File: src/hdl/sqlts_pkg.sv
`default_nettype none

package sqlts_pkg;

   // One input word: a text byte, or the end-of-statement marker.
   typedef struct packed {
      logic [7:0] data_byte;
      logic       end_marker;
   } req_word_type;

   // One result word: a token descriptor.
   typedef struct packed {
      logic [2:0]  token_kind;
      logic [2:0]  keyword_code;
      logic [15:0] start_offset;
      logic [15:0] text_length;
      logic [7:0]  single_byte;
      logic        last_of_run;
   } rsp_word_type;

   typedef enum logic [1:0] {
      MODE_IDLE,
      MODE_WORD,
      MODE_NUM,
      MODE_STR
   } scan_mode_type;

   // Up to two result words per input word travel to the result queue together.
   typedef struct packed {
      logic [1:0]   count;
      rsp_word_type slot1;
      rsp_word_type slot0;
   } push_type;

   localparam logic [2:0] KIND_KEYWORD    = 3'd0;
   localparam logic [2:0] KIND_IDENTIFIER = 3'd1;
   localparam logic [2:0] KIND_NUMBER     = 3'd2;
   localparam logic [2:0] KIND_STRING     = 3'd3;
   localparam logic [2:0] KIND_SYMBOL     = 3'd4;
   localparam logic [2:0] KIND_UNKNOWN    = 3'd5;
   localparam logic [2:0] KIND_END        = 3'd6;

   localparam logic [2:0] KW_NONE = 3'd0;

   localparam logic [7:0] BYTE_QUOTE_SINGLE = 8'h27;
   localparam logic [7:0] BYTE_QUOTE_DOUBLE = 8'h22;
   localparam logic [7:0] BYTE_UNDERSCORE   = 8'h5F;

   localparam int KW_COUNT = 6;

   // Keyword spellings in upper case, padded with zeros to eight bytes.
   localparam logic [7:0] KW_TEXT [KW_COUNT][8] = '{
      '{8'h49, 8'h4E, 8'h53, 8'h45, 8'h52, 8'h54, 8'h00, 8'h00},  // INSERT
      '{8'h53, 8'h45, 8'h4C, 8'h45, 8'h43, 8'h54, 8'h00, 8'h00},  // SELECT
      '{8'h44, 8'h45, 8'h4C, 8'h45, 8'h54, 8'h45, 8'h00, 8'h00},  // DELETE
      '{8'h46, 8'h52, 8'h4F, 8'h4D, 8'h00, 8'h00, 8'h00, 8'h00},  // FROM
      '{8'h49, 8'h4E, 8'h54, 8'h4F, 8'h00, 8'h00, 8'h00, 8'h00},  // INTO
      '{8'h56, 8'h41, 8'h4C, 8'h55, 8'h45, 8'h53, 8'h00, 8'h00}   // VALUES
   };

   localparam logic [2:0] KW_LEN [KW_COUNT] = '{3'd6, 3'd6, 3'd6, 3'd4, 3'd4, 3'd6};

   // Keeps those keyword candidates whose letter at position idx matches
   // the byte, ignoring case. idx_ok is low once the word is too long.
   function automatic logic [KW_COUNT-1:0] filter_kw(input logic [KW_COUNT-1:0] cands,
                                                     input logic idx_ok,
                                                     input logic [2:0] idx,
                                                     input logic [7:0] b);
      logic [7:0]          up;
      logic [KW_COUNT-1:0] keep;
      up = (b >= 8'h61 && b <= 8'h7A) ? b - 8'd32 : b;
      for (int k = 0; k < KW_COUNT; k++) begin
         keep[k] = cands[k] && idx_ok && (idx < KW_LEN[k]) && (KW_TEXT[k][idx] == up);
      end
      return keep;
   endfunction

endpackage

`default_nettype wire

File: src/hdl/sqlts_scan.sv
`default_nettype none

module sqlts_scan #(
   parameter int unsigned OFFSET_BITS = 16
) (
   input  logic                    clock,
   input  logic                    reset,
   input  logic                    req_valid,
   output logic                    req_ready,
   input  sqlts_pkg::req_word_type req_word,
   input  logic                    room,
   output sqlts_pkg::push_type     push
);
   import sqlts_pkg::*;

   localparam logic [OFFSET_BITS-1:0] ONE = OFFSET_BITS'(1);

   logic                    in_valid_ff, in_valid_in;
   req_word_type            in_word_ff;
   scan_mode_type           mode_ff, mode_in;
   logic                    quote_dbl_ff, quote_dbl_in;
   logic [OFFSET_BITS-1:0]  start_ff, start_in;
   logic [OFFSET_BITS-1:0]  length_ff, length_in;
   logic [KW_COUNT-1:0]     cands_ff, cands_in;
   logic [OFFSET_BITS-1:0]  pos_ff, pos_in;

   logic                    take;
   logic [7:0]              b;
   logic                    eom;
   logic                    is_space, is_alpha, is_digit, is_quote, is_punct;
   logic                    cont, flush, fresh, other_present;
   logic [1:0]              n_results;
   rsp_word_type            flush_res, other_res;

   function automatic logic [OFFSET_BITS-1:0] sat_inc(input logic [OFFSET_BITS-1:0] v);
      return (&v) ? v : v + ONE;
   endfunction

   function automatic logic [15:0] clamp16(input logic [OFFSET_BITS-1:0] v);
      logic [OFFSET_BITS+15:0] ext;
      ext = {16'b0, v};
      return (ext[OFFSET_BITS+15:16] != '0) ? 16'hFFFF : ext[15:0];
   endfunction

   assign take      = in_valid_ff && room;
   assign req_ready = !in_valid_ff || room;

   always_comb begin
      in_valid_in = in_valid_ff;
      if (req_valid && req_ready) begin
         in_valid_in = 1'b1;
      end else if (take) begin
         in_valid_in = 1'b0;
      end
   end

   always_ff @(posedge clock) begin
      if (reset) begin
         in_valid_ff <= 1'b0;
      end else begin
         in_valid_ff <= in_valid_in;
      end
      if (req_valid && req_ready) begin
         in_word_ff <= req_word;
      end
   end

   // Byte classification.
   assign b        = in_word_ff.data_byte;
   assign eom      = in_word_ff.end_marker;
   assign is_space = (b == 8'd32) || (b >= 8'd9 && b <= 8'd13);
   assign is_alpha = (b >= 8'd65 && b <= 8'd90) || (b >= 8'd97 && b <= 8'd122);
   assign is_digit = (b >= 8'd48 && b <= 8'd57);
   assign is_quote = (b == BYTE_QUOTE_SINGLE) || (b == BYTE_QUOTE_DOUBLE);
   assign is_punct = !is_quote &&
                     ((b >= 8'd33 && b <= 8'd47) || (b >= 8'd58 && b <= 8'd64) ||
                      (b >= 8'd91 && b <= 8'd96) || (b >= 8'd123 && b <= 8'd126));

   // Decisions shared by the next-state and result logic.
   always_comb begin
      unique case (mode_ff)
         MODE_WORD: cont = is_alpha || is_digit || (b == BYTE_UNDERSCORE);
         MODE_NUM:  cont = is_digit;
         MODE_STR:  cont = (b != (quote_dbl_ff ? BYTE_QUOTE_DOUBLE : BYTE_QUOTE_SINGLE));
         default:   cont = 1'b0;
      endcase
      if (eom) begin
         flush = (mode_ff != MODE_IDLE);
         fresh = 1'b0;
      end else begin
         flush = (mode_ff != MODE_IDLE) && !cont;
         fresh = (mode_ff == MODE_IDLE) ||
                 (((mode_ff == MODE_WORD) || (mode_ff == MODE_NUM)) && !cont);
      end
      other_present = eom || (fresh && !is_space && !is_alpha && !is_digit && !is_quote);
      n_results     = {1'b0, flush} + {1'b0, other_present};
   end

   // Next state.
   always_comb begin
      mode_in      = mode_ff;
      quote_dbl_in = quote_dbl_ff;
      start_in     = start_ff;
      length_in    = length_ff;
      cands_in     = cands_ff;
      pos_in       = sat_inc(pos_ff);
      if (eom) begin
         mode_in      = MODE_IDLE;
         quote_dbl_in = 1'b0;
         start_in     = '0;
         length_in    = '0;
         cands_in     = '1;
         pos_in       = '0;
      end else if (fresh) begin
         mode_in = MODE_IDLE;
         if (is_alpha) begin
            mode_in   = MODE_WORD;
            start_in  = pos_ff;
            length_in = ONE;
            cands_in  = filter_kw('1, 1'b1, 3'd0, b);
         end else if (is_digit) begin
            mode_in   = MODE_NUM;
            start_in  = pos_ff;
            length_in = ONE;
         end else if (is_quote) begin
            mode_in      = MODE_STR;
            quote_dbl_in = (b == BYTE_QUOTE_DOUBLE);
            start_in     = sat_inc(pos_ff);
            length_in    = '0;
         end
      end else if (flush) begin
         mode_in = MODE_IDLE;
      end else if (cont) begin
         if (mode_ff == MODE_WORD) begin
            cands_in = filter_kw(cands_ff, length_ff < OFFSET_BITS'(6), length_ff[2:0], b);
         end
         length_in = sat_inc(length_ff);
      end
   end

   // Result words.
   always_comb begin
      flush_res              = '0;
      flush_res.start_offset = clamp16(start_ff);
      flush_res.text_length  = clamp16(length_ff);
      unique case (mode_ff)
         MODE_WORD: begin
            flush_res.token_kind   = KIND_IDENTIFIER;
            flush_res.keyword_code = KW_NONE;
            for (int k = 0; k < KW_COUNT; k++) begin
               if (cands_ff[k] && (length_ff == OFFSET_BITS'(KW_LEN[k]))) begin
                  flush_res.token_kind   = KIND_KEYWORD;
                  flush_res.keyword_code = 3'(k + 1);
               end
            end
         end
         MODE_NUM: flush_res.token_kind = KIND_NUMBER;
         MODE_STR: flush_res.token_kind = KIND_STRING;
         default:  flush_res.token_kind = KIND_END;
      endcase

      other_res              = '0;
      other_res.start_offset = clamp16(pos_ff);
      other_res.last_of_run  = 1'b1;
      if (eom) begin
         other_res.token_kind = KIND_END;
      end else begin
         other_res.token_kind  = is_punct ? KIND_SYMBOL : KIND_UNKNOWN;
         other_res.text_length = 16'd1;
         other_res.single_byte = b;
      end

      push       = '0;
      push.count = take ? n_results : 2'd0;
      push.slot1 = other_res;
      if (flush) begin
         push.slot0             = flush_res;
         push.slot0.last_of_run = !other_present;
      end else begin
         push.slot0 = other_res;
      end
   end

   always_ff @(posedge clock) begin
      if (reset) begin
         mode_ff      <= MODE_IDLE;
         quote_dbl_ff <= 1'b0;
         start_ff     <= '0;
         length_ff    <= '0;
         cands_ff     <= '1;
         pos_ff       <= '0;
      end else if (take) begin
         mode_ff      <= mode_in;
         quote_dbl_ff <= quote_dbl_in;
         start_ff     <= start_in;
         length_ff    <= length_in;
         cands_ff     <= cands_in;
         pos_ff       <= pos_in;
      end
   end

`ifndef SYNTH
   a_end_restarts: assert property (@(posedge clock) disable iff (reset)
      take && eom |=> (pos_ff == '0) && (mode_ff == MODE_IDLE))
      else $error("end marker did not restart the scanner");
   a_end_reports: assert property (@(posedge clock) disable iff (reset)
      take && eom |-> (push.count != 2'd0))
      else $error("end marker produced no result");
   a_last_marks: assert property (@(posedge clock) disable iff (reset)
      push.count == 2'd2 |-> !push.slot0.last_of_run && push.slot1.last_of_run)
      else $error("last_of_run misplaced on a two-result word");
`endif

endmodule

`default_nettype wire

File: src/hdl/sqlts_rsp_queue.sv
`default_nettype none

module sqlts_rsp_queue (
   input  logic                    clock,
   input  logic                    reset,
   input  sqlts_pkg::push_type     push,
   output logic                    room,
   output logic                    rsp_valid,
   input  logic                    rsp_ready,
   output sqlts_pkg::rsp_word_type rsp_word
);
   import sqlts_pkg::*;

   rsp_word_type entry_ff [4];
   logic [1:0]   wr_ptr_ff, wr_ptr_in;
   logic [1:0]   rd_ptr_ff, rd_ptr_in;
   logic [2:0]   count_ff, count_in;
   logic         pop;

   // Room for two words is offered regardless of a pop in the same cycle.
   assign room      = (count_ff <= 3'd2);
   assign rsp_valid = (count_ff != 3'd0);
   assign rsp_word  = entry_ff[rd_ptr_ff];
   assign pop       = rsp_valid && rsp_ready;

   always_comb begin
      wr_ptr_in = wr_ptr_ff + push.count;
      rd_ptr_in = rd_ptr_ff + {1'b0, pop};
      count_in  = count_ff + {1'b0, push.count} - {2'b0, pop};
   end

   always_ff @(posedge clock) begin
      if (reset) begin
         wr_ptr_ff <= '0;
         rd_ptr_ff <= '0;
         count_ff  <= '0;
      end else begin
         wr_ptr_ff <= wr_ptr_in;
         rd_ptr_ff <= rd_ptr_in;
         count_ff  <= count_in;
      end
      if (push.count != 2'd0) begin
         entry_ff[wr_ptr_ff] <= push.slot0;
      end
      if (push.count == 2'd2) begin
         entry_ff[wr_ptr_ff + 2'd1] <= push.slot1;
      end
   end

`ifndef SYNTH
   a_no_overflow: assert property (@(posedge clock) disable iff (reset)
      count_ff <= 3'd4)
      else $error("result queue overfilled");
   a_push_fits: assert property (@(posedge clock) disable iff (reset)
      push.count != 2'd0 |-> count_ff <= 3'd2)
      else $error("push into a queue without room");
   a_stall_keeps: assert property (@(posedge clock) disable iff (reset)
      rsp_valid && !rsp_ready |=> rsp_valid && $stable(rd_ptr_ff))
      else $error("stalled result word was lost");
`endif

endmodule

`default_nettype wire

File: src/hdl/sql_token_scanner.sv
`default_nettype none

// SQL token scanner. Statement text arrives one byte per input word; a word
// with end_marker set closes the statement, flushes any open token, reports
// end of input and restarts byte offsets at zero. Whitespace is skipped, and
// each token comes out as one result word carrying its kind, keyword code,
// start offset, length and, for symbols and unknown bytes, the byte itself.
// One input word is accepted per clock cycle while the queue has room. A
// word yields zero, one or two result words; the result channel delivers
// one word per cycle while rsp_ready is high, so the sustained input rate
// is one byte per cycle as long as each byte yields at most one result
// word. A byte that both ends a word or number and is itself a symbol or
// an unknown byte, and an end marker that closes an open token, each yield
// two result words. The input stalls while the result queue holds more than
// two words. A byte passes through the input register and the scan
// logic into a four-word result queue. Offsets and lengths saturate at
// 2^OFFSET_BITS-1 internally and at 65535 on the ports.
module sql_token_scanner #(
   parameter int unsigned OFFSET_BITS = 16
) (
   input  logic                    clock,
   input  logic                    reset,
   input  logic                    req_valid,
   output logic                    req_ready,
   input  sqlts_pkg::req_word_type req_word,
   output logic                    rsp_valid,
   input  logic                    rsp_ready,
   output sqlts_pkg::rsp_word_type rsp_word
);
   import sqlts_pkg::*;

   push_type push;
   logic     room;

   // Classification, token state and result formation for one byte.
   sqlts_scan #(
      .OFFSET_BITS(OFFSET_BITS)
   ) u_scan (
      .clock     (clock),
      .reset     (reset),
      .req_valid (req_valid),
      .req_ready (req_ready),
      .req_word  (req_word),
      .room      (room),
      .push      (push)
   );

   // Result queue: absorbs two words at once and hands them out one per cycle while rsp_ready is high.
   sqlts_rsp_queue u_rsp_queue (
      .clock     (clock),
      .reset     (reset),
      .push      (push),
      .room      (room),
      .rsp_valid (rsp_valid),
      .rsp_ready (rsp_ready),
      .rsp_word  (rsp_word)
   );

endmodule

`default_nettype wire
File: config.mk
export PLATFORM = sky130hd
export DESIGN_NAME = sql_token_scanner
export DESIGN_NICKNAME = d
export VERILOG_FILES = /design/src/hdl/sqlts_pkg.sv /design/src/hdl/sqlts_scan.sv /design/src/hdl/sqlts_rsp_queue.sv /design/src/hdl/sql_token_scanner.sv
export SDC_FILE = /design/constraint.sdc
export NUM_CORES = 1
export LEC_CHECK = 0
export ABC_AREA = 1
export BUFFER_PORTS_ARGS = -buffer_cell sky130_fd_sc_hd__buf_2
export CORE_MARGIN = 2
export CORE_UTILIZATION = 35
export DETAILED_ROUTE_END_ITERATION = 12
export SYNTH_ARGS = -nofsm -noshare
export SYNTH_HDL_FRONTEND = slang
export SYNTH_SLANG_ARGS = --single-unit
File: constraint.sdc
create_clock -name clock -period 6.4 [get_ports clock]
set_input_delay 0.96 -clock clock [delete_from_list [all_inputs] [get_ports clock]]
set_output_delay 0.96 -clock clock [all_outputs]
set_load 0.01 [all_outputs]
==> Word level (Yosys, flattened, before mapping) <==
Memories as Yosys holds them, arrays and structs flattened. A register that Yosys moved wholly into a read port is not among the register bits.
Index checks and enable logic that the tools add are counted.
{ "word_totals": {"latchBits": 0, "romBits": 384, "memories": 7, "ramBits": 188, "regBits": 74, "output_inout_bits": 49, "elab_cells": 226, "input_bits": 13} }
{ "memory_table": {"columns": ["memory", "depth", "word_bits", "read_ports", "rd_ports_with_merged_regs", "wr", "line", "text"], "rows": [
  ["u_rsp_queue.entry_ff", 4, 47, 1, 1, 2, "sqlts_rsp_queue.sv:14", "rsp_word_type entry_ff [4];"],
  ["(no name shown)", 8, 8, 1, 0, 0, "sqlts_pkg.sv:73", "keep[k] = cands[k] && idx_ok && (idx < KW_LEN[k]) && (KW_TEXT[k][idx] == up);"],
  ["(no name shown)", 8, 8, 1, 0, 0, "sqlts_pkg.sv:73", null],
  ["(no name shown)", 8, 8, 1, 0, 0, "sqlts_pkg.sv:73", null],
  ["(no name shown)", 8, 8, 1, 0, 0, "sqlts_pkg.sv:73", null],
  ["(no name shown)", 8, 8, 1, 0, 0, "sqlts_pkg.sv:73", null],
  ["1 more memories", null, null, null, null, null, null, null]
]} }
{ "classes": {"multipliers": 0, "order_cmp": 21, "n_bitwise": 1, "n_reduce_logical": 79, "n_mux": 69, "div_mod_pow": 0, "shifts": 0, "eq_ne": 28, "n_addsub": 9} }
{ "ops": {"columns": ["operator", "n"], "rows": [
  ["16-bit 2-to-1 mux", 15],
  ["8-bit 2-to-1 mux", 13],
  ["8-bit equality test", 6],
  ["47-bit 2-to-1 mux", 1],
  ["1-bit logical AND", 42],
  ["6-bit 2-to-1 mux", 7],
  ["7-bit by 8-bit equality test with 1-bit output (first input constant)", 5],
  ["8-bit by 7-bit less-or-equal comparator with 1-bit output (second input constant)", 5],
  ["16-bit by 1-bit adder with 16-bit output (second input constant)", 2],
  ["16-bit by 3-bit equality test with 1-bit output (second input constant)", 2],
  ["8-bit by 7-bit >= comparator with 1-bit output (second input constant)", 4],
  ["16-bit AND reduction", 2],
  ["8-bit by 6-bit equality test with 1-bit output (second input constant)", 3],
  ["8-bit by 6-bit >= comparator with 1-bit output (second input constant)", 3],
  ["4-bit 2-to-1 mux", 5],
  ["8-bit by 6-bit less-or-equal comparator with 1-bit output (second input constant)", 2],
  ["16-bit by 3-bit less-than comparator with 1-bit output (second input constant)", 1],
  ["2-bit 2-to-1 mux", 8],
  ["5-bit AND reduction", 3],
  ["1-bit 2-to-1 mux", 14],
  ["1-bit logical OR", 12],
  ["3-bit nonzero test", 4],
  ["2-bit nonzero test", 5],
  ["3-bit 2-to-1 mux", 3],
  ["other kinds (29)", 40]
]} }

==> Depth between registers and ports, before layout <==
{ "depth": {"ltp_word": 20, "ltp_mapped": 27} }

==> Hierarchy <==
Synthesis repeated with hierarchy kept, for this count alone.
{ "hier_totals": {"cells_unflattened": 1904, "area_unflattened_um2": 15014.4} }
{ "by_module_without_submodules": {"columns": ["mod", "instances", "area_per_inst_um2", "cells_each"], "rows": [
  ["sqlts_rsp_queue", 1, 9416.5, 984],
  ["sqlts_scan", 1, 5597.9, 920]
]} }

==> Worst setup path before layout <==
No wires, ideal clock.
{ "synth_path": {"kind": "reg-to-reg", "startpoint": "reg u_scan.in_word_ff (netlist bit u_scan.b[6])", "endpoint": "mem u_rsp_queue.entry_ff[3][18] in the netlist's numbering", "slack_ps": 2149, "n_path_buf": 2, "path_stages_with_launch": 26, "arrival_ps": 4123, "synth_period_minus_slack_ps": 4251, "setup_ps": 128, "path_cell_list": "edfxtp_1 ha_1 nor3b_1 nand2_1 nand2_1 nand2_2 nand4_1 nand2_1 nand3_2 nand2_2 nand2_4 buf_2 o21ai_0 ha_1 inv_1 nor2_1 nor2_1 inv_1 nand3_1 nor2_1 nand2_1 nand2_1 inv_2 clkbuf_1 nand2_1 o21ai_0"} }
{ "synth_lines": {"columns": ["item", "line", "text"], "rows": [
  ["from (decl)", "sqlts_scan.sv:19", "req_word_type in_word_ff;"],
  ["from (signal assigned)", "sqlts_scan.sv:64", "in_word_ff <= req_word;"],
  ["to (decl)", "sqlts_rsp_queue.sv:14", null]
]} }

==> results_dict.tcl <==
set metrics [dict create \
    core_um2 38400 \
    r2r-start "u_scan.b[4]" \
    reg2reg_depth 20 \
    rrSetupSlack_ns 1.14 \
    synth.top_cell.area_share_pct 26.0 \
    place_congestion 0.861 \
    ys_types 49 \
    clk_path_buf_depth 3 \
    multi_input_area_um2 6150 \
    final_max_slew_viol_count 0 \
    arrival_ns 5.56 \
    skew_ns 0.0122 \
    ir_drop_v 0.000201 \
    die_x_um 201 \
    critPathCaptureType "register" \
    dr.pass1.iters 7 \
    ys_ff_latch 262 \
    fin_cells 2271 \
    reg2reg_to "u_rsp_queue.entry_ff[0][6]" \
    status "complete, no violations" \
    fin_crit_sh_pct 82.3 \
    drive_gt1_share_pct 10.5 \
    fin_area_um2 15100 \
    initial_core_util_pct 35.2 \
    rows 72 \
    p_total_mw 5.04 \
    crit_type "reg2reg" \
    worstPathRequired_ns 6.70 \
    hold_viol 0 \
    setup-tns-final_ns 0 \
    endpoint "u_rsp_queue.entry_ff[0][6]" \
    fill_cells 3978 \
    antenna_found_initial 0 \
    vias 11994 \
    finalSetupViolations 0 \
    antenna_cells 0 \
    cts-resized-gates 0 \
    avgRoutedWirePerCell_um 17.5 \
    power_density_nw_per_um2 333 \
    rsz0062_at_grt "false" \
    routed_wl_mm 39.7 \
    setup_ws_ns 1.14 \
    clkLatencyLatePin_ns 0.56 \
    area_growth_pct 11.7 \
    hold_path_class "reg2reg" \
    synth_edf_count 117 \
    grt_pass1_vias 11450 \
    pre_cts_ws_ns 1.12 \
    syn_nets 1755 \
    synthArstFlopShare_pct 0 \
    final_util_pct 39.4 \
    max_freq_mhz 190 \
    worst_pin_slew_ns 1.06 \
    dp_cells 2218 \
    grt_pass1_wl_mm 63.6 \
    die_y_um 201 \
    synth_top_flop_cell "dfxtp_1" \
    p_leak_nw 5.80 \
    synthTopCellsByArea "edfxtp_1 (26%), dfxtp_1 (21%), nand2_1 (9.4%)" \
    synth_cells 1717 \
    path_clk_slew_ns 0.06 \
    crit_path_start_kind "register" \
    cts_buffers 29 \
    register_area_um2 6420 \
    dp_hpwl_mm 26.5 \
    whs_ns 0.454 \
    ctsRootBufferMaster "clkbuf_16" \
    cts_hold_buffers 0 \
    numPortBuffers 61 \
    track_usage_pct 19.5 \
    relSlewSlack_pct 29.4 \
    avgSynthCellArea_um2 7.88 \
    drv_cap 0 \
    grt-ovfl-total 0 \
    cp-startpoint "u_scan.b[4]" \
    antenna_left 0 \
    viasPerCell 5.28 \
    drc_errors 0 \
    yosys.area.top_type "edfxtp_1" \
    drt-initial-drc-count 1061 \
    io_pins 62 \
    htree_levels 1 \
    cts_tree "done" \
    ys_warn_count 0 \
    syn_area_um2 13500 \
    min_period_ns 5.26 \
    cts_sinks 262 \
    post_cts.repair.setup_buffers 0 \
    cp_max_fo 39 \
    die_area_um2 40200 \
    placed_cell_area_um2 14200 \
    grt_max_degree 70 \
    nets 1769 \
    ys_seq_area_share_pct 47.4 \
]
cell usage in the layout, fill, tap and decap left out, types with 12 or more instances in the layout:
cell type,n
nand2_1,338
xor2_1,28
o21ai_1,16
o21ai_0,196
o21ai_2,18
buf_4,22
a21oi_1,69
o22ai_1,121
ha_1,24
edfxtp_1,117
inv_2,12
buf_2,61
nor2_1,237
nand3_1,70
inv_1,116
clkbuf_16,29
nor3_1,13
nand4_1,29
dfxtp_1,144
worst min-delay path by stage:
stage,start,endpoint,cells past startpoint
after floorplan,u_rsp_queue.entry_ff[1][46],u_rsp_queue.entry_ff[1][46],2
after global placement,u_rsp_queue.entry_ff[2][16],u_rsp_queue.entry_ff[2][16],2
after detailed placement,u_rsp_queue.entry_ff[1][46],u_rsp_queue.entry_ff[1][46],2
after CTS,u_rsp_queue.entry_ff[1][46],u_rsp_queue.entry_ff[1][46],2
after global routing,u_scan.start_ff[3],u_scan.start_ff[3],2
final,u_rsp_queue.entry_ff[2][10],u_rsp_queue.entry_ff[2][10],2
cells by family after synthesis:
kind of cell / count (synthesis) / share of synthesized area, %
DFF: 262 / 47.4
adders and majority gates: 25 / 2.37
buffers and inverters: 236 / 7.10
xor gates and xnor gates: 31 / 2.01
and+or+nand+nor: 717 / 22.2
AOI/OAI and AO/OA: 446 / 18.9
report_power, final:
part	switching [mW]	leakage [nW]	internal (mW)
clock network	0.687	0.445	0.940
registers	0.112	2.26	1.86
logic	0.987	3.09	0.452
sequential cells by signal, summed over array words and instances, names as in the netlist:
register / flops
u_rsp_queue.wr_ptr_ff: 2
u_scan.pos_ff: 16
u_scan.length_ff: 16
u_scan.b: 8
u_scan.cands_ff: 6
u_scan.quote_dbl_ff: 1
u_scan.mode_ff: 2
u_scan.in_valid_ff: 1
u_scan.eom: 1
u_scan.start_ff: 16
u_rsp_queue.rd_ptr_ff: 2
u_rsp_queue.entry_ff: 188
u_rsp_queue.count_ff: 3
per-layer routing:
metal,share of wire [%],GRT usage [%],vias up
met5,0,0,-
met4,2.1,4.92,0
met3,7.2,2.40,58
met2,44,30.8,422
met1,47,28.2,5625
li1,-,-,5889
worst max-delay path, cell delays in order, from the launching register on:
cell      delay [ns]
edfxtp_1        0.35
buf_4           0.20
inv_1           0.35
nand3_1         0.22
a21oi_1         0.16
nand2_1         0.07
a22oi_1         0.21
nand3_2         0.31
nand2_2         0.28
nand2_4         0.19
o21ai_0         0.23
ha_1            0.28
inv_1           0.12
nor2_1          0.09
nor2_1          0.21
nor2_1          0.09
inv_1           0.06
buf_4           0.45
nand2_1         0.57
nand2_1         0.47
nor2_1          0.08
Yosys cell counts, types with 28 or more instances:
master,n
xor2_1,28
nand4_1,29
clkbuf_1,75
dfxtp_1,145
o21ai_0,196
nand3_1,70
edfxtp_1,117
nor2_1,237
o22ai_1,121
a21oi_1,69
nand2_1,338
inv_1,118
area by class of cell:
class / instances / share of cell area (%)
Clock buffer: 39 / 5.18
Clock inverter: 14 / 0.894
Inverter: 136 / 3.38
Multi-Input combinational cell: 1219 / 40.7
Sequential cell: 262 / 42.5
Tap cell: 518 / 4.29
Timing Repair Buffer: 83 / 3.11
No activity file was read; power rests on OpenSTA's default activity.
